## src/rtl/core/rrs_pkg.sv

```systemverilog
// Shared types and constants for the round-robin scheduler core.
// No dependencies; compiled first.
package rrs_pkg;

    localparam int MAX_PROC_DEF = 16;   // default table depth
    localparam int TIME_W       = 16;   // burst time / slice width
    localparam int ID_W         = 5;    // process id width
    localparam int SCAN_MAX     = 16;   // upper bound on slots checked per search cycle

    localparam logic [TIME_W-1:0] SLICE_RESET = TIME_W'(1);

    localparam logic MODE_ADD = 1'b0;
    localparam logic MODE_RUN = 1'b1;

    // controller -> datapath
    typedef struct packed {
        logic load_item;   // capture the incoming item
        logic start_scan;  // search starts at the current position
        logic scan_step;   // advance search window
        logic scan_hit;    // latch found slot, launch memory read
        logic set_none;    // result: nothing active
        logic do_add;      // add process or flag table full
        logic do_exec;     // apply slice to the found slot
        logic emit;        // move staged result to output register
    } t_dp_cmd;

    // datapath -> controller
    typedef struct packed {
        logic found;       // active slot in current window
        logic last_step;   // window covers the end of the search
        logic out_free;    // output register can take a result
    } t_dp_sts;

endpackage

```

## src/rtl/core/rrs_in_if.sv

```systemverilog
// Input channel of the scheduler: valid/ready plus mode and burst time.
// Depends on rrs_pkg.
interface rrs_in_if;
    import rrs_pkg::*;

    logic              valid;
    logic              ready;
    logic              mode;
    logic [TIME_W-1:0] burst_time;

    modport source (output valid, output mode, output burst_time, input ready);
    modport sink   (input valid, input mode, input burst_time, output ready);
endinterface

```

## src/rtl/core/rrs_out_if.sv

```systemverilog
// Result channel of the scheduler: valid/ready plus the result fields.
// Depends on rrs_pkg.
interface rrs_out_if;
    import rrs_pkg::*;

    logic              valid;
    logic              ready;
    logic [ID_W-1:0]   process_id;
    logic              completed;
    logic [TIME_W-1:0] time_left;
    logic              no_process;
    logic              table_full;

    modport source (output valid, output process_id, output completed, output time_left,
                    output no_process, output table_full, input ready);
    modport sink   (input valid, input process_id, input completed, input time_left,
                    input no_process, input table_full, output ready);
endinterface

```

## src/rtl/core/rrs_datapath.sv

```systemverilog
// Scheduler datapath: process table, active bits, windowed slot search,
// slice arithmetic and the result register. Depends on rrs_pkg, rrs_out_if.
module rrs_datapath #(
    parameter int MAX_PROCESSES = rrs_pkg::MAX_PROC_DEF
) (
    input  logic                        i_clk,
    input  logic                        i_rst_n,
    input  logic                        i_cfg_we,
    input  logic [rrs_pkg::TIME_W-1:0]  i_cfg_wdata,
    input  logic                        i_mode,
    input  logic [rrs_pkg::TIME_W-1:0]  i_burst_time,
    input  rrs_pkg::t_dp_cmd            i_cmd,
    output rrs_pkg::t_dp_sts            o_sts,
    rrs_out_if.source                   o_result
);
    import rrs_pkg::*;

    localparam int SLOT_W = $clog2(MAX_PROCESSES);
    localparam int CNT_W  = $clog2(MAX_PROCESSES + 1);
    localparam int SCAN_W = (MAX_PROCESSES < SCAN_MAX) ? MAX_PROCESSES : SCAN_MAX;
    localparam int NSTEP  = (MAX_PROCESSES + SCAN_W - 1) / SCAN_W;
    localparam int STEP_W = (NSTEP > 1) ? $clog2(NSTEP) : 1;

    localparam logic [SLOT_W:0] DEPTH = (SLOT_W + 1)'(MAX_PROCESSES);

    // state
    logic [TIME_W-1:0]        r_slice;
    logic [CNT_W-1:0]         r_free;
    logic [SLOT_W-1:0]        r_cur;
    logic [MAX_PROCESSES-1:0] r_active;
    logic [TIME_W-1:0]        r_mem [MAX_PROCESSES];
    logic [TIME_W-1:0]        r_rd_data;

    // item and search
    logic                     r_mode;
    logic [TIME_W-1:0]        r_burst;
    logic [SLOT_W-1:0]        r_pos;
    logic [STEP_W-1:0]        r_step;
    logic [SLOT_W-1:0]        r_slot;

    // staged and output result
    logic [ID_W-1:0]          r_res_id;
    logic                     r_res_done;
    logic [TIME_W-1:0]        r_res_left;
    logic                     r_res_none;
    logic                     r_res_full;
    logic                     r_out_valid;
    logic [ID_W-1:0]          r_out_id;
    logic                     r_out_done;
    logic [TIME_W-1:0]        r_out_left;
    logic                     r_out_none;
    logic                     r_out_full;

    logic [SLOT_W:0]          w_idx [SCAN_W];
    logic [SLOT_W-1:0]        w_cand [SCAN_W];
    logic                     w_hit;
    logic [SLOT_W-1:0]        w_hit_slot;
    logic [SLOT_W:0]          w_pos_sum;
    logic [SLOT_W-1:0]        w_pos_next;
    logic [SLOT_W:0]          w_cur_sum;
    logic [SLOT_W-1:0]        w_cur_next;
    logic                     w_full;
    logic [SLOT_W-1:0]        w_free_slot;
    logic                     w_done;
    logic [TIME_W-1:0]        w_left;
    logic                     w_wr_en;
    logic [SLOT_W-1:0]        w_wr_addr;
    logic [TIME_W-1:0]        w_wr_data;

    // search window: SCAN_W slots from r_pos, wrapping at the table end
    for (genvar k = 0; k < SCAN_W; k++) begin : g_win
        always_comb begin
            w_idx[k] = {1'b0, r_pos} + (SLOT_W + 1)'(k);
            if (w_idx[k] >= DEPTH) begin
                w_idx[k] = w_idx[k] - DEPTH;
            end
            w_cand[k] = w_idx[k][SLOT_W-1:0];
        end
    end

    // first active slot in window order
    always_comb begin
        w_hit      = 1'b0;
        w_hit_slot = '0;
        for (int k = SCAN_W - 1; k >= 0; k--) begin
            if (r_active[w_cand[k]]) begin
                w_hit      = 1'b1;
                w_hit_slot = w_cand[k];
            end
        end
    end

    always_comb begin
        w_pos_sum = {1'b0, r_pos} + (SLOT_W + 1)'(SCAN_W);
        if (w_pos_sum >= DEPTH) begin
            w_pos_sum = w_pos_sum - DEPTH;
        end
        w_pos_next = w_pos_sum[SLOT_W-1:0];

        w_cur_sum = {1'b0, r_slot} + (SLOT_W + 1)'(1);
        if (w_cur_sum >= DEPTH) begin
            w_cur_sum = '0;
        end
        w_cur_next = w_cur_sum[SLOT_W-1:0];
    end

    assign w_full      = (r_free >= CNT_W'(MAX_PROCESSES));
    assign w_free_slot = r_free[SLOT_W-1:0];
    assign w_done      = (r_rd_data <= r_slice);
    assign w_left      = r_rd_data - r_slice;

    assign w_wr_en   = (i_cmd.do_add && !w_full) || i_cmd.do_exec;
    assign w_wr_addr = i_cmd.do_exec ? r_slot : w_free_slot;
    assign w_wr_data = i_cmd.do_exec ? (w_done ? '0 : w_left) : r_burst;

    // process table, registered read
    always_ff @(posedge i_clk) begin
        if (w_wr_en) begin
            r_mem[w_wr_addr] <= w_wr_data;
        end
        if (i_cmd.scan_hit) begin
            r_rd_data <= r_mem[w_hit_slot];
        end
    end

    // control state
    always_ff @(posedge i_clk) begin
        if (!i_rst_n) begin
            r_slice     <= SLICE_RESET;
            r_free      <= '0;
            r_cur       <= '0;
            r_active    <= '0;
            r_out_valid <= 1'b0;
        end else begin
            if (i_cfg_we) begin
                r_slice <= i_cfg_wdata;
            end
            if (i_cmd.do_add && !w_full) begin
                r_active[w_free_slot] <= 1'b1;
                r_free                <= r_free + CNT_W'(1);
            end
            if (i_cmd.do_exec) begin
                r_cur <= w_cur_next;
                if (w_done) begin
                    r_active[r_slot] <= 1'b0;
                end
            end
            if (i_cmd.emit) begin
                r_out_valid <= 1'b1;
            end else if (o_result.ready) begin
                r_out_valid <= 1'b0;
            end
        end
    end

    // payload
    always_ff @(posedge i_clk) begin
        if (i_cmd.load_item) begin
            r_mode  <= i_mode;
            r_burst <= i_burst_time;
        end
        if (i_cmd.start_scan) begin
            r_pos  <= r_cur;
            r_step <= '0;
        end else if (i_cmd.scan_step) begin
            r_pos  <= w_pos_next;
            r_step <= r_step + STEP_W'(1);
        end
        if (i_cmd.scan_hit) begin
            r_slot <= w_hit_slot;
        end

        if (i_cmd.do_add) begin
            r_res_id   <= w_full ? '0 : ID_W'({1'b0, w_free_slot} + (SLOT_W + 1)'(1));
            r_res_done <= 1'b0;
            r_res_left <= w_full ? '0 : r_burst;
            r_res_none <= 1'b0;
            r_res_full <= w_full;
        end else if (i_cmd.set_none) begin
            r_res_id   <= '0;
            r_res_done <= 1'b0;
            r_res_left <= '0;
            r_res_none <= 1'b1;
            r_res_full <= 1'b0;
        end else if (i_cmd.do_exec) begin
            r_res_id   <= ID_W'({1'b0, r_slot} + (SLOT_W + 1)'(1));
            r_res_done <= w_done;
            r_res_left <= w_done ? '0 : w_left;
            r_res_none <= 1'b0;
            r_res_full <= 1'b0;
        end

        if (i_cmd.emit) begin
            r_out_id   <= r_res_id;
            r_out_done <= r_res_done;
            r_out_left <= r_res_left;
            r_out_none <= r_res_none;
            r_out_full <= r_res_full;
        end
    end

    assign o_sts.found     = w_hit;
    assign o_sts.last_step = (r_step == STEP_W'(NSTEP - 1));
    assign o_sts.out_free  = !r_out_valid || o_result.ready;

    assign o_result.valid      = r_out_valid;
    assign o_result.process_id = r_out_id;
    assign o_result.completed  = r_out_done;
    assign o_result.time_left  = r_out_left;
    assign o_result.no_process = r_out_none;
    assign o_result.table_full = r_out_full;

    // an add item never reaches the slice path
    a_mode_add: assert property (@(posedge i_clk) disable iff (!i_rst_n)
        i_cmd.do_exec |-> (r_mode == MODE_RUN))
        else $error("slice applied for an add item");

    a_free_bound: assert property (@(posedge i_clk) disable iff (!i_rst_n)
        r_free <= CNT_W'(MAX_PROCESSES))
        else $error("free count past table depth");

    a_exec_active: assert property (@(posedge i_clk) disable iff (!i_rst_n)
        i_cmd.do_exec |-> r_active[r_slot])
        else $error("slice applied to inactive slot");

    a_done_zero: assert property (@(posedge i_clk) disable iff (!i_rst_n)
        (r_out_valid && r_out_done) |-> (r_out_left == '0))
        else $error("completed process with time left");

    a_one_flag: assert property (@(posedge i_clk) disable iff (!i_rst_n)
        r_out_valid |-> $onehot0({r_out_done, r_out_none, r_out_full}))
        else $error("conflicting result flags");

endmodule

```

## src/rtl/core/rrs_ctrl.sv

```systemverilog
// Scheduler controller: sequences add, search, slice and result transfer.
// Depends on rrs_pkg.
module rrs_ctrl (
    input  logic              i_clk,
    input  logic              i_rst_n,
    input  logic              i_in_valid,
    input  logic              i_in_mode,
    output logic              o_in_ready,
    input  rrs_pkg::t_dp_sts  i_sts,
    output rrs_pkg::t_dp_cmd  o_cmd
);
    import rrs_pkg::*;

    typedef enum logic [2:0] {
        S_IDLE,
        S_ADD,
        S_SCAN,
        S_EXEC,
        S_OUT
    } t_state;

    t_state r_state;
    t_state n_state;
    logic   r_in_ready;
    logic   w_accept;

    assign w_accept   = r_in_ready && i_in_valid;
    assign o_in_ready = r_in_ready;

    always_comb begin
        n_state = r_state;
        o_cmd   = '0;
        unique case (r_state)
            S_IDLE: begin
                if (w_accept) begin
                    o_cmd.load_item = 1'b1;
                    if (i_in_mode == MODE_ADD) begin
                        n_state = S_ADD;
                    end else begin
                        o_cmd.start_scan = 1'b1;
                        n_state          = S_SCAN;
                    end
                end
            end
            S_ADD: begin
                o_cmd.do_add = 1'b1;
                n_state      = S_OUT;
            end
            S_SCAN: begin
                if (i_sts.found) begin
                    o_cmd.scan_hit = 1'b1;
                    n_state        = S_EXEC;
                end else if (i_sts.last_step) begin
                    o_cmd.set_none = 1'b1;
                    n_state        = S_OUT;
                end else begin
                    o_cmd.scan_step = 1'b1;
                end
            end
            S_EXEC: begin
                o_cmd.do_exec = 1'b1;
                n_state       = S_OUT;
            end
            S_OUT: begin
                if (i_sts.out_free) begin
                    o_cmd.emit = 1'b1;
                    n_state    = S_IDLE;
                end
            end
            default: begin
                n_state = S_IDLE;
            end
        endcase
    end

    // ready stays low in reset, rises on the first cycle after it
    always_ff @(posedge i_clk) begin
        if (!i_rst_n) begin
            r_state    <= S_IDLE;
            r_in_ready <= 1'b0;
        end else begin
            r_state    <= n_state;
            r_in_ready <= (n_state == S_IDLE);
        end
    end

    a_busy_blocks: assert property (@(posedge i_clk) disable iff (!i_rst_n)
        (r_state != S_IDLE) |-> !r_in_ready)
        else $error("input ready while busy");

    a_hit_exec: assert property (@(posedge i_clk) disable iff (!i_rst_n)
        o_cmd.scan_hit |=> (r_state == S_EXEC))
        else $error("search hit did not lead to slice");

    a_emit_ready: assert property (@(posedge i_clk) disable iff (!i_rst_n)
        o_cmd.emit |=> r_in_ready)
        else $error("not ready after result staged");

endmodule

```

## src/rtl/core/round_robin_scheduler_core.sv

```systemverilog
// Round-robin time-slice scheduler core: controller plus datapath.
// Depends on rrs_pkg, rrs_in_if, rrs_out_if, rrs_ctrl, rrs_datapath.
//
// Keeps a table of MAX_PROCESSES process slots. An item with mode 0 adds a
// process in the next unused slot (slots are handed out once, in arrival
// order; id = slot + 1) and returns its id and burst time, or table_full
// when every slot has been used. An item with mode 1 finds the next active
// slot in circular order from the current position, subtracts the
// time_slice register and returns id and time left; a process whose time
// does not exceed the slice is reported completed and removed. A run with
// nothing active returns no_process. One result per item. Items are taken
// one at a time: input ready is low from an accepted item until the
// controller is back in its idle state. The search checks up to 16 slots
// per cycle in a window that starts at the current position and moves on
// until it finds an active slot or has covered the table. A run that finds
// a process also passes through the registered read of the process table.
// The result sits in an output register, so the next item is taken while
// it waits for its transfer; a later result waits until an earlier one
// has left that register. Input ready is low during reset and rises on the
// first cycle after it.
// time_slice is written through i_cfg_we/i_cfg_wdata; the user must write it only while idle (not enforced).
// No clearing pass after reset: the table is read only for active slots.
module round_robin_scheduler_core #(
    parameter int MAX_PROCESSES = rrs_pkg::MAX_PROC_DEF
) (
    input  logic                        i_clk,
    input  logic                        i_rst_n,
    input  logic                        i_cfg_we,
    input  logic [rrs_pkg::TIME_W-1:0]  i_cfg_wdata,
    rrs_in_if.sink                      i_item,
    rrs_out_if.source                   o_result
);
    import rrs_pkg::*;

    t_dp_cmd w_cmd;
    t_dp_sts w_sts;
    logic    w_in_ready;

    assign i_item.ready = w_in_ready;

    // sequencing
    rrs_ctrl u_ctrl (
        .i_clk      (i_clk),
        .i_rst_n    (i_rst_n),
        .i_in_valid (i_item.valid),
        .i_in_mode  (i_item.mode),
        .o_in_ready (w_in_ready),
        .i_sts      (w_sts),
        .o_cmd      (w_cmd)
    );

    // table, search, arithmetic, result register
    rrs_datapath #(
        .MAX_PROCESSES (MAX_PROCESSES)
    ) u_datapath (
        .i_clk        (i_clk),
        .i_rst_n      (i_rst_n),
        .i_cfg_we     (i_cfg_we),
        .i_cfg_wdata  (i_cfg_wdata),
        .i_mode       (i_item.mode),
        .i_burst_time (i_item.burst_time),
        .i_cmd        (w_cmd),
        .o_sts        (w_sts),
        .o_result     (o_result)
    );

endmodule

```

## src/flat_wrapper.sv

```systemverilog
// flat-port wrapper written by rule: the top's interface ports become plain ports
module round_robin_scheduler_core_flat import rrs_pkg::*;
#(
    parameter int MAX_PROCESSES = rrs_pkg::MAX_PROC_DEF
)
  (i_clk, i_rst_n, i_cfg_we, i_cfg_wdata, i_item_valid, i_item_mode, i_item_burst_time, i_item_ready, o_result_valid, o_result_process_id, o_result_completed, o_result_time_left, o_result_no_process, o_result_table_full, o_result_ready);
  rrs_in_if i_item_i ();
  rrs_out_if o_result_i ();
  input  logic i_clk;
  input  logic i_rst_n;
  input  logic i_cfg_we;
  input  logic [rrs_pkg::TIME_W-1:0] i_cfg_wdata;
  input wire logic [$bits(i_item_i.valid)-1:0] i_item_valid;
  input wire logic [$bits(i_item_i.mode)-1:0] i_item_mode;
  input wire logic [$bits(i_item_i.burst_time)-1:0] i_item_burst_time;
  output wire logic [$bits(i_item_i.ready)-1:0] i_item_ready;
  output wire logic [$bits(o_result_i.valid)-1:0] o_result_valid;
  output wire logic [$bits(o_result_i.process_id)-1:0] o_result_process_id;
  output wire logic [$bits(o_result_i.completed)-1:0] o_result_completed;
  output wire logic [$bits(o_result_i.time_left)-1:0] o_result_time_left;
  output wire logic [$bits(o_result_i.no_process)-1:0] o_result_no_process;
  output wire logic [$bits(o_result_i.table_full)-1:0] o_result_table_full;
  input wire logic [$bits(o_result_i.ready)-1:0] o_result_ready;
  assign i_item_i.valid = i_item_valid;
  assign i_item_i.mode = i_item_mode;
  assign i_item_i.burst_time = i_item_burst_time;
  assign i_item_ready = i_item_i.ready;
  assign o_result_valid = o_result_i.valid;
  assign o_result_process_id = o_result_i.process_id;
  assign o_result_completed = o_result_i.completed;
  assign o_result_time_left = o_result_i.time_left;
  assign o_result_no_process = o_result_i.no_process;
  assign o_result_table_full = o_result_i.table_full;
  assign o_result_i.ready = o_result_ready;
  round_robin_scheduler_core #(.MAX_PROCESSES(MAX_PROCESSES)) u_core (.i_clk(i_clk), .i_rst_n(i_rst_n), .i_cfg_we(i_cfg_we), .i_cfg_wdata(i_cfg_wdata), .i_item(i_item_i), .o_result(o_result_i));
endmodule
```

## config.mk

```make
export PLATFORM = sky130hd
export DESIGN_NAME = round_robin_scheduler_core_flat
export DESIGN_NICKNAME = d
export VERILOG_FILES = /design/src/rtl/core/rrs_pkg.sv /design/src/rtl/core/rrs_in_if.sv /design/src/rtl/core/rrs_out_if.sv /design/src/rtl/core/rrs_datapath.sv /design/src/rtl/core/rrs_ctrl.sv /design/src/rtl/core/round_robin_scheduler_core.sv /design/src/flat_wrapper.sv
export SDC_FILE = /design/constraint.sdc
export NUM_CORES = 1
export LEC_CHECK = 0
export ABC_AREA = 1
export BUFFER_PORTS_ARGS = -buffer_cell sky130_fd_sc_hd__buf_2
export CAP_MARGIN = 20
export CORE_MARGIN = 5
export CORE_UTILIZATION = 62
export DETAILED_ROUTE_END_ITERATION = 6
export HOLD_SLACK_MARGIN = 0.12
export PLACE_DENSITY_LB_ADDON = 0.1
export RECOVER_POWER = 100
export SLEW_MARGIN = 10
export SYNTH_ARGS = -nofsm -noshare
export SYNTH_HDL_FRONTEND = slang
export SYNTH_SLANG_ARGS = --single-unit
export TNS_END_PERCENT = 5
```

## constraint.sdc

```tcl
create_clock -name i_clk -period 5.3 [get_ports i_clk]
set_clock_uncertainty 0.05 [all_clocks]
set_input_delay 0.795 -clock i_clk [delete_from_list [all_inputs] [get_ports i_clk]]
set_output_delay 0.795 -clock i_clk [all_outputs]
set_load 0.005 [all_outputs]
```

==> flow_metrics.py <==
metrics = {
    "synthesis": {
        "synth_top_family_by_area": "simple AND/OR/NAND/NOR gates",
        "yosys-top-cells-count": "649 x nand2_1, 342 x edfxtp_1, 303 x nand3_1",
        "synth_top_area_share_pct": 56.0,
        "yosys.area_share.simple_pct": 23.9,
        "avgSynthCellArea_um2": 9.64,
        "ys_types": 43,
        "synthMuxAreaShare_pct": 0,
        "netlist_area_mm2": 0.0184,
        "synthFlopType": "edfxtp_1",
        "synth_fa_ha_area_share_pct": 2.22,
        "synth_fp_nets": 1973,
        "synthTopCellsByArea": "edfxtp_1 56%, nand2_1 13%, nand3_1 8.3%",
        "synthCells": 1903,
        "ys_ff_latch": 391,
        "async_reset_ff_share_pct": 0,
        "synth_compound_area_share_pct": 6.43,
        "ys_seq_area_share_pct": 61.3,
        "yosysTopAreaCell": "edfxtp_1",
        "synth-xor-area-share_pct": 0.654,
        "yosysMostFrequentCell": "nand2_1",
        "synth_edf_count": 342,
        "yosysWarnings": 0,
    },
    "timing": {
        "tightest_slew_ps": 1840,
        "setup_viol": 0,
        "layout_min_cycle_time_ps": 4590,
        "setup_slack_ps": 705,
        "rsz0062_at_grt": "no",
        "finalSetupTns_ps": 0,
        "slew_violations": 34,
        "hold_viol": 0,
        "slew-limit-headroom_pct": -23.3,
        "min_period_over_period_pct": 86.7,
        "fmax_ghz": 0.218,
    },
    "clock_tree": {
        "clkTransAtPathRegs_ps": 60,
        "insertion_delay_ps": 550,
        "cts.sinks": 391,
        "clockBufferDepth": 3,
        "cts_tree": "done",
        "cts-buffers-inserted": 40,
        "cts_post_setup_buffers_inserted": 0,
        "cts_resized": 0,
        "htree_levels": 2,
        "cts_hold_buffers": 0,
        "cts_root_buffer": "clkbuf_16",
    },
    "outcome": {
        "status": "finished, violations left",
        "violations": "capacitance limit, slew limit",
    },
    "floorplanning": {
        "die_area_mm2": 0.0331,
        "start_util_pct": 62.4,
        "core_mm2": 0.0294,
        "die_h_um": 182,
        "io_pins": 64,
        "rows": 63,
        "die_x_um": 182,
    },
    "power": {
        "max-vdd-ir-drop_mv": 0.303,
        "p_leak_nw": 8.24,
        "power_density_mw_per_mm2": 372,
        "total_power_w": 0.00753,
    },
    "worst_setup_path": {
        "crit_type": "flop to flop",
        "startpoint_type": "flop",
        "critPathCaptureType": "flop",
        "crit_required_ps": 5510,
        "critPathMaxFanout": 33,
        "crit_arrival_ps": 4810,
    },
    "finish": {
        "syn_to_final_growth_pct": 10.3,
        "drive_gt1_share_pct": 7.80,
        "final_area_mm2": 0.0202,
        "n_antenna_cell": 0,
        "fin_nets": 2041,
        "fillers": 2287,
    },
    "hold_path": {
        "hp-class": "flop to flop",
    },
    "drt": {
        "vias_per_cell": 5.83,
        "dr.first_iter.drc_count": 1467,
        "routed_wl_mm": 47.5,
        "wl_per_cell_um": 19.9,
        "dr.pass1.iters": 5,
        "vias": 13900,
        "antenna_left": 0,
        "drc": 0,
    },
    "global_route": {
        "grt_pass1_wl_mm": 73.7,
        "grt_max_degree": 85,
        "grt_pass1_vias": 13200,
        "grt_usage_pct": 28.3,
        "antenna_found_initial": 0,
        "overflow": 0,
    },
    "placed_design": {
        "place_ws_ps": 1180,
        "port_buffers": 63,
        "dp_hpwl_mm": 30.4,
        "place_area_mm2": 0.0192,
        "place_congestion": 0.991,
    },
    "flow_run": {
        "max_cap_viol_count": 2,
    },
}
## layout make-up
type | instances | area [um^2] | area share (%)
Tap cell | 390 | 488 | 2.41
Sequential cell | 391 | 11300 | 55.6
Inverter | 122 | 458 | 2.26
Clock inverter | 22 | 209 | 1.03
Clock buffer | 50 | 1070 | 5.28
Multi-Input combinational cell | 1297 | 6120 | 30.2
Timing Repair Buffer | 119 | 647 | 3.20
## worst max-delay path, stage by stage (launching register included)
cell	delay, ps
edfxtp_1	390
inv_1	270
ha_1	310
inv_1	320
nand3_1	180
nand3_1	100
nand2_1	100
nand2_1	100
nand2_2	90
inv_1	130
nand3_1	110
nand2_1	80
o21ai_0	80
nand2_1	70
nand2_1	50
nand2_1	50
nand2_1	40
nand2_1	70
nand2_1	50
nand2_1	60
nand2_1	50
nand2_1	60
nand2_1	100
a21oi_4	130
clkbuf_2	800
nand3_1	170
nand3_1	210
nand2_1	90
## final timing paths
path	slack, ps	to	from	cells past startpoint
max	710	u_core.u_datapath.r_rd_data[0]	u_core.u_datapath.r_pos[1]	27
min	370	u_core.u_datapath.o_result.process_id[4]	u_core.u_datapath.r_res_id[4]	0
max reg2reg	710	u_core.u_datapath.r_rd_data[0]	u_core.u_datapath.r_pos[1]	27
min reg2reg	370	u_core.u_datapath.o_result.process_id[4]	u_core.u_datapath.r_res_id[4]	0
## cell usage in the layout, fill, tap and decap left out, types with 5 or more instances in the layout
master | Yosys | layout
nor3_1 | 7 | 7
xor2_1 | 6 | 6
nand3_1 | 303 | 303
clkbuf_1 | 31 | 59
dfxtp_1 | 49 | 49
nand4_1 | 5 | 5
clkinv_1 | 0 | 9
inv_2 | 10 | 9
nand2_1 | 649 | 647
ha_1 | 31 | 31
o21ai_0 | 70 | 73
nor2_1 | 64 | 64
o21bai_1 | 15 | 15
a21oi_1 | 84 | 83
clkbuf_16 | 0 | 41
inv_1 | 112 | 113
buf_12 | 0 | 5
o311ai_0 | 14 | 14
nand2_2 | 11 | 10
buf_4 | 10 | 16
clkinv_2 | 0 | 6
edfxtp_1 | 342 | 342
buf_2 | 36 | 46
## per-layer routing
layer  vias up  track usage, %  routed length, um
li1       6630               -                  -
met1      6562            40.1              19600
met2       631            45.9              22300
met3       107            4.70               4260
met4         0            8.23               1350
met5         -               0                  0
## sequential cells by signal (all words and copies together), names as in the netlist, 4 cells and up
register                               cells
u_core.u_datapath.r_cur                    4
u_core.u_datapath.r_pos                    4
u_core.u_datapath.r_slice                 16
u_core.u_datapath.r_free                   5
u_core.u_datapath.o_result.process_id      5
u_core.u_datapath.r_burst                 16
u_core.u_datapath.r_rd_data               16
u_core.u_datapath.r_res_left              16
u_core.u_datapath.r_mem                  256
u_core.u_datapath.r_slot                   4
u_core.u_datapath.r_active                16
u_core.u_datapath.r_res_id                 5
u_core.u_datapath.o_result.time_left      16
## power breakdown
part	switching (W)	internal [W]
sequential	0.0000292	0.00345
clock	0.00114	0.00158
combinational	0.000929	0.000387
total	0.00210	0.00542
## per-stage QoR
step	hold slack [ps]	utilization, %	cells
6_report	367	68.9	2391
5_1_grt	357	68.9	2391
4_1_cts	360	69.8	2390
3_5_place_dp	355	65.4	2318
3_3_place_gp	353	65.1	2312
2_1_floorplan	350	-	1903
## cells by family (layout without fill, tap and decap cells)
logic type,after synthesis,after routing
and+or+nand+nor,1046,1046
DFF,391,391
buffers and inverters,215,313
AOI/OAI and AO/OA,207,207
adders and majority gates,32,32
xor gates and xnor gates,12,12
Power figures use the tool's default switching activity.
